### config.mk
export PLATFORM = sky130hd
export DESIGN_NAME = utf8_to_codepoint_decoder_core_flat
export DESIGN_NICKNAME = d
export VERILOG_FILES = /design/src/rtl/core/u8d_pkg.sv /design/src/rtl/core/u8d_ifs.sv /design/src/rtl/core/utf8_to_codepoint_decoder_core.sv /design/src/rtl/core/u8d_front.sv /design/src/rtl/core/u8d_queue.sv /design/src/rtl/core/u8d_back.sv /design/src/flat_wrapper.sv
export SDC_FILE = /design/constraint.sdc
export NUM_CORES = 1
export LEC_CHECK = 0
export BUFFER_PORTS_ARGS = -buffer_cell sky130_fd_sc_hd__buf_2
export CAP_MARGIN = 20
export CORE_MARGIN = 4
export CORE_UTILIZATION = 30
export DETAILED_ROUTE_END_ITERATION = 16
export GPL_ROUTABILITY_DRIVEN = 0
export GPL_TIMING_DRIVEN = 0
export HOLD_SLACK_MARGIN = 0.15
export PLACE_DENSITY_LB_ADDON = 0.08
export SETUP_SLACK_MARGIN = 0.05
export SLEW_MARGIN = 10
export SYNTH_ARGS = -nofsm -noshare
export SYNTH_HDL_FRONTEND = slang
export SYNTH_HIERARCHICAL = 1
export SYNTH_SLANG_ARGS = --single-unit
### constraint.sdc
create_clock -name clk -period 9.4 [get_ports clk]
set_input_delay 0.47 -clock clk [delete_from_list [all_inputs] [get_ports clk]]
set_output_delay 0.47 -clock clk [all_outputs]
set_load 0.02 [all_outputs]
### src/rtl/core/u8d_pkg.sv
// Shared types, constants and decode helpers for the UTF-8 decoder.
`timescale 1ns / 1ps
`default_nettype none

package u8d_pkg;

  // Front-to-back queue depth and derived widths
  localparam int QDepth = 4;
  localparam int QPtrW  = $clog2(QDepth);
  localparam int QCntW  = $clog2(QDepth + 1);

  localparam int ByteW = 8;
  localparam int CpW   = 21;

  localparam logic [ByteW-1:0] AsciiLimit = 8'h80;
  localparam logic [2:0]       Lead2Pfx   = 3'h6;   // 110xxxxx
  localparam logic [3:0]       Lead3Pfx   = 4'hE;   // 1110xxxx
  localparam logic [4:0]       Lead4Pfx   = 5'h1E;  // 11110xxx

  // Sequence length codes: continuation bytes a lead byte asks for
  localparam logic [1:0] SeqNone = 2'd0;
  localparam logic [1:0] SeqOne  = 2'd1;
  localparam logic [1:0] SeqTwo  = 2'd2;
  localparam logic [1:0] SeqThr  = 2'd3;

  // One queue entry: one or two results
  typedef struct packed {
    logic [CpW-1:0] cp0;
    logic           pv0;
    logic           end0;
    logic           has2;   // second result follows: valid, end-marked
    logic [CpW-1:0] cp1;
  } u8d_entry_t;

  typedef struct packed {
    logic empty;
    logic full;
  } u8d_qstat_t;

  function automatic logic [1:0] seq_len(input logic [ByteW-1:0] c);
    logic [1:0] n;
    n = SeqNone;
    if (c[7:5] == Lead2Pfx) n = SeqOne;
    else if (c[7:4] == Lead3Pfx) n = SeqTwo;
    else if (c[7:3] == Lead4Pfx) n = SeqThr;
    return n;
  endfunction

  function automatic logic [CpW-1:0] combine(input logic [ByteW-1:0] lead,
                                             input logic [ByteW-1:0] t0,
                                             input logic [ByteW-1:0] t1,
                                             input logic [ByteW-1:0] t2,
                                             input logic [1:0]       n);
    logic [CpW-1:0] cp;
    unique case (n)
      SeqOne:  cp = {10'd0, lead[4:0], t0[5:0]};
      SeqTwo:  cp = {5'd0, lead[3:0], t0[5:0], t1[5:0]};
      SeqThr:  cp = {lead[2:0], t0[5:0], t1[5:0], t2[5:0]};
      default: cp = '0;
    endcase
    return cp;
  endfunction

endpackage

`default_nettype wire

### src/rtl/core/u8d_ifs.sv
// Stream interfaces for the byte input and code point output channels.
`timescale 1ns / 1ps
`default_nettype none

interface u8d_in_if;
  logic       valid;
  logic       ready;
  logic [7:0] byte_in;
  logic       string_end;

  modport source (output valid, output byte_in, output string_end, input ready);
  modport sink   (input valid, input byte_in, input string_end, output ready);
endinterface

interface u8d_out_if;
  logic        valid;
  logic        ready;
  logic [20:0] code_point;
  logic        point_valid;
  logic        end_mark;

  modport source (output valid, output code_point, output point_valid,
                  output end_mark, input ready);
  modport sink   (input valid, input code_point, input point_valid,
                  input end_mark, output ready);
endinterface

`default_nettype wire

### src/rtl/core/utf8_to_codepoint_decoder_core.sv
// Top level of the UTF-8 to code point decoder.
// Throughput: one byte per cycle while the queue has room; an entry carrying two results
//   (string ends inside a sequence whose bytes re-decode to two code points) takes the output slot twice.
// After its byte is accepted, a result passes a queue write, then an output register
//   load, and is held back further while the output is stalled.
// Reset: synchronous active-low rst_n clears the open sequence, the 4-entry
//   queue pointers and the output valid; no clearing pass is needed.
`timescale 1ns / 1ps
`default_nettype none

module utf8_to_codepoint_decoder_core (
  input  wire logic  clk,
  input  wire logic  rst_n,
  u8d_in_if.sink     in_ch,
  u8d_out_if.source  out_ch
);
  import u8d_pkg::*;

  // front/back coupling
  logic       push;
  u8d_entry_t push_ent;
  logic       pop;
  u8d_entry_t head;
  u8d_qstat_t stat;
  logic       in_acc;

  // Input side stalls only when the queue is full; the front writes at most
  // one entry per accepted transaction.
  assign in_ch.ready = !stat.full;
  assign in_acc      = in_ch.valid && in_ch.ready;

  u8d_front u_front (
    .clk        (clk),
    .rst_n      (rst_n),
    .acc        (in_acc),
    .byte_in    (in_ch.byte_in),
    .string_end (in_ch.string_end),
    .push       (push),
    .push_ent   (push_ent)
  );

  u8d_queue u_queue (
    .clk      (clk),
    .rst_n    (rst_n),
    .push     (push),
    .push_ent (push_ent),
    .pop      (pop),
    .head     (head),
    .stat     (stat)
  );

  // Back end drains the queue into a registered output slot; the slot reloads
  // in the same cycle it is taken, so the output sustains one per cycle while the queue holds entries.
  u8d_back u_back (
    .clk    (clk),
    .rst_n  (rst_n),
    .head   (head),
    .stat   (stat),
    .pop    (pop),
    .out_ch (out_ch)
  );

endmodule

`default_nettype wire

### src/rtl/core/u8d_front.sv
// Front end: byte classification, sequence collection, entry build.
`timescale 1ns / 1ps
`default_nettype none

module u8d_front (
  input  wire logic                clk,
  input  wire logic                rst_n,
  input  wire logic                acc,
  input  wire logic [7:0]          byte_in,
  input  wire logic                string_end,
  output logic                     push,
  output u8d_pkg::u8d_entry_t      push_ent
);
  import u8d_pkg::*;

  logic [ByteW-1:0] lead_r, lead_nxt;
  logic [15:0]      tail_r, tail_nxt;
  logic [1:0]       need_r, need_nxt;
  logic [1:0]       held_r, held_nxt;

  logic [ByteW-1:0] t0, t1;
  logic [1:0]       held_inc;
  logic             complete;
  logic [1:0]       len_in, len_x0;
  logic             in_ascii, x0_ascii;

  assign t0       = (held_r == 2'd0) ? byte_in : tail_r[7:0];
  assign t1       = (held_r == 2'd1) ? byte_in : tail_r[15:8];
  assign held_inc = held_r + 2'd1;
  assign complete = (held_inc >= need_r);
  assign len_in   = seq_len(byte_in);
  assign len_x0   = seq_len(t0);
  assign in_ascii = (byte_in < AsciiLimit);
  assign x0_ascii = (t0 < AsciiLimit);

  always_comb begin
    lead_nxt = lead_r;
    tail_nxt = tail_r;
    need_nxt = need_r;
    held_nxt = held_r;
    push     = 1'b0;
    push_ent = '0;
    if (acc) begin
      if (need_r == SeqNone) begin
        if (in_ascii) begin
          push          = 1'b1;
          push_ent.cp0  = {13'd0, byte_in};
          push_ent.pv0  = 1'b1;
          push_ent.end0 = string_end;
        end else if (string_end) begin
          push          = 1'b1;
          push_ent.end0 = 1'b1;
        end else if (len_in != SeqNone) begin
          lead_nxt = byte_in;
          tail_nxt = '0;
          need_nxt = len_in;
          held_nxt = 2'd0;
        end
      end else if (complete) begin
        push          = 1'b1;
        push_ent.cp0  = combine(lead_r, t0, t1, byte_in, need_r);
        push_ent.pv0  = 1'b1;
        push_ent.end0 = string_end;
        need_nxt      = SeqNone;
        held_nxt      = 2'd0;
      end else if (!string_end) begin
        if (held_r == 2'd0) tail_nxt[7:0] = byte_in;
        else tail_nxt[15:8] = byte_in;
        held_nxt = held_inc;
      end else begin
        // truncated: drop the lead, re-decode the collected bytes
        push          = 1'b1;
        push_ent.end0 = 1'b1;
        need_nxt      = SeqNone;
        held_nxt      = 2'd0;
        if (held_inc == 2'd1) begin
          if (in_ascii) begin
            push_ent.cp0 = {13'd0, byte_in};
            push_ent.pv0 = 1'b1;
          end
        end else if (x0_ascii) begin
          push_ent.cp0 = {13'd0, t0};
          push_ent.pv0 = 1'b1;
          if (in_ascii) begin
            push_ent.end0 = 1'b0;
            push_ent.has2 = 1'b1;
            push_ent.cp1  = {13'd0, byte_in};
          end
        end else if (len_x0 == SeqOne) begin
          push_ent.cp0 = combine(t0, byte_in, byte_in, byte_in, SeqOne);
          push_ent.pv0 = 1'b1;
        end else if (in_ascii) begin
          push_ent.cp0 = {13'd0, byte_in};
          push_ent.pv0 = 1'b1;
        end
      end
    end
  end

  always_ff @(posedge clk) begin
    if (!rst_n) begin
      lead_r <= '0;
      tail_r <= '0;
      need_r <= SeqNone;
      held_r <= 2'd0;
    end else begin
      lead_r <= lead_nxt;
      tail_r <= tail_nxt;
      need_r <= need_nxt;
      held_r <= held_nxt;
    end
  end

endmodule

`default_nettype wire

### src/rtl/core/u8d_queue.sv
// Small FIFO of decoded entries between front and back.
`timescale 1ns / 1ps
`default_nettype none

module u8d_queue (
  input  wire logic                clk,
  input  wire logic                rst_n,
  input  wire logic                push,
  input  wire u8d_pkg::u8d_entry_t push_ent,
  input  wire logic                pop,
  output u8d_pkg::u8d_entry_t      head,
  output u8d_pkg::u8d_qstat_t      stat
);
  import u8d_pkg::*;

  u8d_entry_t       q_r [QDepth];
  logic [QPtrW-1:0] wr_ptr_r, wr_ptr_nxt;
  logic [QPtrW-1:0] rd_ptr_r, rd_ptr_nxt;
  logic [QCntW-1:0] cnt_r, cnt_nxt;
  logic             do_push, do_pop;

  assign stat       = '{empty: (cnt_r == '0), full: (cnt_r == QCntW'(QDepth))};
  assign do_push    = push && !stat.full;
  assign do_pop     = pop && !stat.empty;
  assign head       = q_r[rd_ptr_r];

  always_comb begin
    wr_ptr_nxt = wr_ptr_r + QPtrW'(do_push);
    rd_ptr_nxt = rd_ptr_r + QPtrW'(do_pop);
    cnt_nxt    = cnt_r + QCntW'(do_push) - QCntW'(do_pop);
  end

  always_ff @(posedge clk) begin
    if (do_push) q_r[wr_ptr_r] <= push_ent;
  end

  always_ff @(posedge clk) begin
    if (!rst_n) begin
      wr_ptr_r <= '0;
      rd_ptr_r <= '0;
      cnt_r    <= '0;
    end else begin
      wr_ptr_r <= wr_ptr_nxt;
      rd_ptr_r <= rd_ptr_nxt;
      cnt_r    <= cnt_nxt;
    end
  end

endmodule

`default_nettype wire

### src/rtl/core/u8d_back.sv
// Back end: unpacks queue entries into the registered output channel.
`timescale 1ns / 1ps
`default_nettype none

module u8d_back (
  input  wire logic                clk,
  input  wire logic                rst_n,
  input  wire u8d_pkg::u8d_entry_t head,
  input  wire u8d_pkg::u8d_qstat_t stat,
  output logic                     pop,
  u8d_out_if.source                out_ch
);
  import u8d_pkg::*;

  logic           out_valid_r, out_valid_nxt;
  logic           phase_r, phase_nxt;
  logic [CpW-1:0] cp_r, cp_nxt;
  logic           pv_r, pv_nxt;
  logic           end_r, end_nxt;
  logic           load_en;

  assign load_en = !out_valid_r || out_ch.ready;

  always_comb begin
    out_valid_nxt = out_valid_r;
    phase_nxt     = phase_r;
    cp_nxt        = cp_r;
    pv_nxt        = pv_r;
    end_nxt       = end_r;
    pop           = 1'b0;
    if (load_en) begin
      out_valid_nxt = !stat.empty;
      if (!stat.empty) begin
        if (phase_r) begin
          // second half of a two-result entry
          cp_nxt    = head.cp1;
          pv_nxt    = 1'b1;
          end_nxt   = 1'b1;
          phase_nxt = 1'b0;
          pop       = 1'b1;
        end else begin
          cp_nxt    = head.cp0;
          pv_nxt    = head.pv0;
          end_nxt   = head.end0;
          phase_nxt = head.has2;
          pop       = !head.has2;
        end
      end
    end
  end

  always_ff @(posedge clk) begin
    if (!rst_n) begin
      out_valid_r <= 1'b0;
      phase_r     <= 1'b0;
    end else begin
      out_valid_r <= out_valid_nxt;
      phase_r     <= phase_nxt;
    end
  end

  always_ff @(posedge clk) begin
    cp_r  <= cp_nxt;
    pv_r  <= pv_nxt;
    end_r <= end_nxt;
  end

  assign out_ch.valid       = out_valid_r;
  assign out_ch.code_point  = cp_r;
  assign out_ch.point_valid = pv_r;
  assign out_ch.end_mark    = end_r;

endmodule

`default_nettype wire

### src/flat_wrapper.sv
// flat-port wrapper written by rule: the top's interface ports become plain ports
module utf8_to_codepoint_decoder_core_flat import u8d_pkg::*;
  (clk, rst_n, in_ch_valid, in_ch_byte_in, in_ch_string_end, in_ch_ready, out_ch_valid, out_ch_code_point, out_ch_point_valid, out_ch_end_mark, out_ch_ready);
  u8d_in_if in_ch_i ();
  u8d_out_if out_ch_i ();
  input  wire logic clk;
  input  wire logic rst_n;
  input wire logic [$bits(in_ch_i.valid)-1:0] in_ch_valid;
  input wire logic [$bits(in_ch_i.byte_in)-1:0] in_ch_byte_in;
  input wire logic [$bits(in_ch_i.string_end)-1:0] in_ch_string_end;
  output wire logic [$bits(in_ch_i.ready)-1:0] in_ch_ready;
  output wire logic [$bits(out_ch_i.valid)-1:0] out_ch_valid;
  output wire logic [$bits(out_ch_i.code_point)-1:0] out_ch_code_point;
  output wire logic [$bits(out_ch_i.point_valid)-1:0] out_ch_point_valid;
  output wire logic [$bits(out_ch_i.end_mark)-1:0] out_ch_end_mark;
  input wire logic [$bits(out_ch_i.ready)-1:0] out_ch_ready;
  assign in_ch_i.valid = in_ch_valid;
  assign in_ch_i.byte_in = in_ch_byte_in;
  assign in_ch_i.string_end = in_ch_string_end;
  assign in_ch_ready = in_ch_i.ready;
  assign out_ch_valid = out_ch_i.valid;
  assign out_ch_code_point = out_ch_i.code_point;
  assign out_ch_point_valid = out_ch_i.point_valid;
  assign out_ch_end_mark = out_ch_i.end_mark;
  assign out_ch_i.ready = out_ch_ready;
  utf8_to_codepoint_decoder_core u_core (.clk(clk), .rst_n(rst_n), .in_ch(in_ch_i), .out_ch(out_ch_i));
endmodule
## Word level (Yosys, flattened, before mapping)

Memory sizes are Yosys's and may differ from the RTL's. A register that Yosys moved wholly into a read port is not among the register bits.
Index checks and enable logic that the tools add are counted.

- Register bits: 55
- RAM bits: 180
- Output and inout bits: 25
- Word-level logic and storage cells: 117
- Memories kept: 1

- Add/subtract/negate cells: 5
- Magnitude comparators: 3
- Equality and inequality tests: 18
- Muxes and demuxes: 55
- Bitwise gates (word level): 3
- Reductions and logical operators: 19

Memories:

| name | words | width | read ports | clocked after Yosys merged registers in | wr ports | line | RTL |
|---|---|---|---|---|---|---|---|
| u_core.u_queue.q_r | 4 | 45 | 1 | 1 | 1 | u8d_queue.sv:16 | `u8d_entry_t q_r [QDepth];` |

Operators with widths:

| operator | count |
|---|---|
| $mux 23 | 5 |
| $mux 45 | 2 |
| $mux 22 | 4 |
| $mux 14 | 6 |
| $pmux 21 s3 | 1 |
| $mux 2 | 19 |
| $mux 21 | 1 |
| $lt 8x8->1 const B | 2 |
| $reduce_and 5->1 | 3 |
| $mux 1 | 12 |
| $mux 12 | 1 |
| $mux 6 | 2 |
| $eq 5x5->1 const B | 2 |
| $eq 3x3->1 const B | 3 |
| $mux 9 | 1 |
| $eq 2x1->1 const B | 4 |
| $eq 4x4->1 const B | 2 |
| $mux 8 | 1 |
| $ne 2x1->1 const B | 3 |
| $reduce_and 6->1 | 1 |
| $add 2x1->2 | 2 |
| $eq 2x2->1 const B | 2 |
| $logic_not 1->1 | 4 |
| $logic_not 2->1 | 2 |
| other kinds (13) | 18 |

## Longest topological paths before layout

- Depth after elaboration: 14
- Mapped depth: 16
- Depth with buffers taken out: 16

## Cells and area by module

The synthesis kept the hierarchy.

By module, submodules not included:

| module | times used | cells an instance | area an instance (um^2) |
|---|---|---|---|
| u8d_queue | 1 | 270 | 6,884.1 |
| u8d_front | 1 | 276 | 2,175.8 |
| u8d_back | 1 | 60 | 1,139.8 |
| utf8_to_codepoint_decoder_core | 1 | 2 | 10.0 |

## Least setup slack after synthesis

Ideal clock, no wire load.

- Path type: reg-to-reg
- From: register u_core.u_front.held_r[0]
- To: memory u_core/u_queue/q_r[1][0] in the netlist's numbering (enable)
- Library setup time: 513 ps
- Data arrival time: 4,867 ps
- Required time: 8,887 ps
- Setup slack: 4,020 ps
- Stages on the path, launching flop included: 9
- Cells stage by stage: dfxtp_1 > inv_1 > ha_1 > ha_1 > a21oi_2 > a21oi_1 > o21a_1 > nand2b_2 > nor3b_1

- Cells in the longest elaborated chain, start to end: 8

RTL lines:

| item | line | RTL |
|---|---|---|
| start: declaration | u8d_front.sv:19 | `logic [1:0] held_r, held_nxt;` |
| start signal: assignment | u8d_front.sv:110 | `held_r <= held_nxt;` |
| $add 2x1->2 | u8d_front.sv:29 | `assign held_inc = held_r + 2'd1;` |
| $ge 2x2->1 | u8d_front.sv:30 | `assign complete = (held_inc >= need_r);` |
| $mux 1 | u8d_front.sv:59 | `end else if (complete) begin` |
| $mux 1 | u8d_front.sv:44 | `if (need_r == SeqNone) begin` |
| $mux 1 | u8d_front.sv:43 | `if (acc) begin` |
| via u_core.push | utf8_to_codepoint_decoder_core.sv:20 | `logic push;` |
| $logic_and 1x1->1 | u8d_queue.sv:23 | `assign do_push = push && !stat.full;` |
| $mux 1 | u8d_queue.sv:34 | `if (do_push) q_r[wr_ptr_r] <= push_ent;` |
| $mux 1 (implied by the code) | u8d_queue.sv:34 |  |
| end: declaration | u8d_queue.sv:16 |  |

The timed path passes the listed nets, and every way through them passes these cells.

## Final worst setup path

- From: register u_core.u_front.held_r[0]
- To: memory u_core/u_queue/q_r[1][30] in the netlist's numbering (enable)

Same word-level chain as after synthesis.

==> results_dict.tcl <==
set metrics [dict create \
    worst_pin_slew_ns 0.8399 \
    fin_cells 1171 \
    p_leak_nw 4.221 \
    async_flop_share_pct 0 \
    area_growth_pct 18.44 \
    outcome "finished, final reports clean" \
    hpwl_mm 17.44 \
    grt-ovfl-total 0 \
    ys_seq_area_share_pct 65.98 \
    cp.arrival_ns 3.72 \
    fmax_mhz 285.6 \
    grt_pass1_wl_mm 37.67 \
    grt_antenna_before_repair 0 \
    antennaDiodeCount 0 \
    finalSetupViolCount 0 \
    wl_mm 24.63 \
    synth_flop_cell "edfxtp_1" \
    clk_latency_ns 0.52 \
    synth.area.top_cells "edfxtp_1 (60%), mux4_2 (9.9%), dfxtp_1 (6.3%)" \
    via_count 5718 \
    root_buffer "clkbuf_16" \
    cts_buffer_depth 3 \
    drtIter0Drc 349 \
    fill_cells 3237 \
    cts_tree "built" \
    htreeDepth 1 \
    yosys.area.top_type "edfxtp_1" \
    crit_type "flop to flop" \
    die_y_microns 192.5 \
    post-cts-setup-buffers 0 \
    fin_util_pct 36.06 \
    synth_seq_cells 235 \
    yosys_warnings 6 \
    drv_cap 0 \
    multiInputGateArea_sq_um 3142 \
    route.detailed.drc 0 \
    finalHoldViolations 0 \
    port_buffers 35 \
    die_width_microns 192.5 \
    ant_nets 0 \
    endpoint_kind "flop" \
    rsz0062_at_grt "no" \
    drv_slew 0 \
    grt_pass1_vias 5956 \
    worstSetupStartpoint "u_core/u_front/held_r[0]" \
    p_per_area_nw_per_um2 261.2 \
    timing.rr.start "u_core/u_front/held_r[0]" \
    setup_tns_ns 0 \
    grt_use_total_pct 13.51 \
    avgSynthCellArea_sq_um 16.79 \
    synth_area_sq_um 10210 \
    finalPower_w 0.003159 \
    numCtsBuffers 27 \
    clock_sinks 235 \
    start_util_pct 30.45 \
    yosysTopAreaCellShare_pct 59.71 \
    final_common_cell "edfxtp_1" \
    rows 67 \
    place_area_sq_um 11280 \
    grt_max_degree 44 \
    cp_max_fo 9 \
    wire_per_inst_microns 21.04 \
    synthDistinctLibCells 69 \
    post_cts_resize_count 0 \
    drtPass1Iterations 5 \
    ir_drop_v 0.0001307 \
    worstSetupStartpointType "flop" \
    dp_cells 1126 \
    dieArea_sq_um 37050 \
    area.sequential_sq_um 6736 \
    clk_pin_slew_ns 0.06 \
    fin_crit_sh_pct 37.25 \
    hold_class "primary input to flop" \
    core_area_sq_um 33530 \
    io_pins 38 \
    final_cell_area_sq_um 12090 \
    vias_per_cell 4.883 \
    holdCritStartpoint "rst_n" \
    nets 727 \
    synthCells 608 \
    fin_crit_ns 3.502 \
    clock_skew_ns 0.01356 \
    drive_above_1_share_pct 30.43 \
    max_slew_margin_pct 43.67 \
    ctsHoldBuffers 0 \
    synth-edff-count 203 \
    crit_required_ns 9.62 \
    final_cell_mix "edfxtp_1 (203), buf_2 (46), mux4_2 (45)" \
]
[Yosys cell counts, types with 12 or more instances]
cell / n
mux2_4: 17
nor2_1: 28
buf_4: 17
nand2_1: 15
nor2b_1: 13
dfxtp_1: 32
and2_1: 15
a21oi_1: 13
mux4_2: 45
edfxtp_1: 203
inv_1: 12
a22o_1: 12
o21ai_0: 15
[critical path, stage by stage (launching register included)]
cell and delay, ns:
dfxtp_1 0.35, inv_1 0.08, ha_1 0.31, ha_1 0.42, a21oi_2 0.15, a21oi_1 0.14
o21a_1 0.15, nand2b_2 0.12, nor3b_2 0.40, buf_4 0.27, buf_6 0.17, buf_4 0.22
buf_8 0.18, buf_4 0.21
[logic make-up (layout without fill, tap and decap cells)]
group           Yosys count  after routing  synth area share (%)
fa+ha+maj                 7              7                0.9314
flops                   235            235                 65.98
xor+xnor                  6              6                0.5147
simple gates            120            120                 6.740
other cells               1             14               0.03673
buf+inv                  61            163                 3.995
compound gates           98             98                 7.500
mux                      80             80                 14.30
[metrics by stage]
stage | hold WS [ns] | setup WS (ns)
floorplan | 0.4319 | 4.020
global placement | 0.4435 | 0.1222
detailed placement | 0.4696 | 5.826
CTS | 0.3102 | 5.805
global route | 0.3230 | 5.642
finish | 0.3367 | 5.898
[layout make-up]
cell class | count | area share [%]
Sequential cell | 235 | 55.71
Clock inverter | 12 | 0.9209
Inverter | 14 | 0.4346
Tap cell | 448 | 4.635
Buffer | 47 | 2.938
Clock buffer | 33 | 5.773
Multi-Input combinational cell | 325 | 25.98
Timing Repair Buffer | 57 | 3.611
[metal layers]
metal	global-route usage [%]	vias to the layer above	wire length (microns)
met5	0	-	0
met4	2.907	0	450
met3	2.044	31	1042
met2	22.19	123	11900
met1	19.13	2968	11240
li1	-	2596	-
[final timing paths]
| path | endpoint | slack [ns] | cells past startpoint |
|---|---|---|---|
| worst max-delay path | u_core/u_queue/q_r[1][30] | 5.90 | 13 |
| worst min-delay path | u_core/u_back/phase_r | 0.34 | 3 |
| worst max register to register | u_core/u_queue/q_r[1][30] | 5.90 | 13 |
| worst min register to register | u_core/u_front/held_r[1] | 0.48 | 2 |
[power breakdown]
| group | total (W) | switching (W) | leakage (nW) | internal, W |
|---|---|---|---|---|
| combinational | 0.000826 | 0.000430 | 1.61 | 0.000396 |
| clock | 0.000967 | 0.000390 | 0.397 | 0.000577 |
| sequential | 0.00137 | 0.0000420 | 2.22 | 0.00132 |
[flip-flops by register name, summed over array words and instances, names as in the netlist]
register and cells:
u_core/u_back/out_ch.valid 1, u_core/u_queue/wr_ptr_r 2, u_core/u_front/lead_r 5, u_core/u_back/out_ch.code_point 21, u_core/u_back/out_ch.end_mark 1, u_core/u_queue/cnt_r 3
u_core/u_front/tail_r 14, u_core/u_front/held_r 2, u_core/u_queue/q_r 180, u_core/u_front/need_r 2, u_core/u_queue/rd_ptr_r 2, u_core/u_back/phase_r 1
u_core/u_back/out_ch.point_valid 1
No activity file was read; power rests on OpenSTA's default activity.
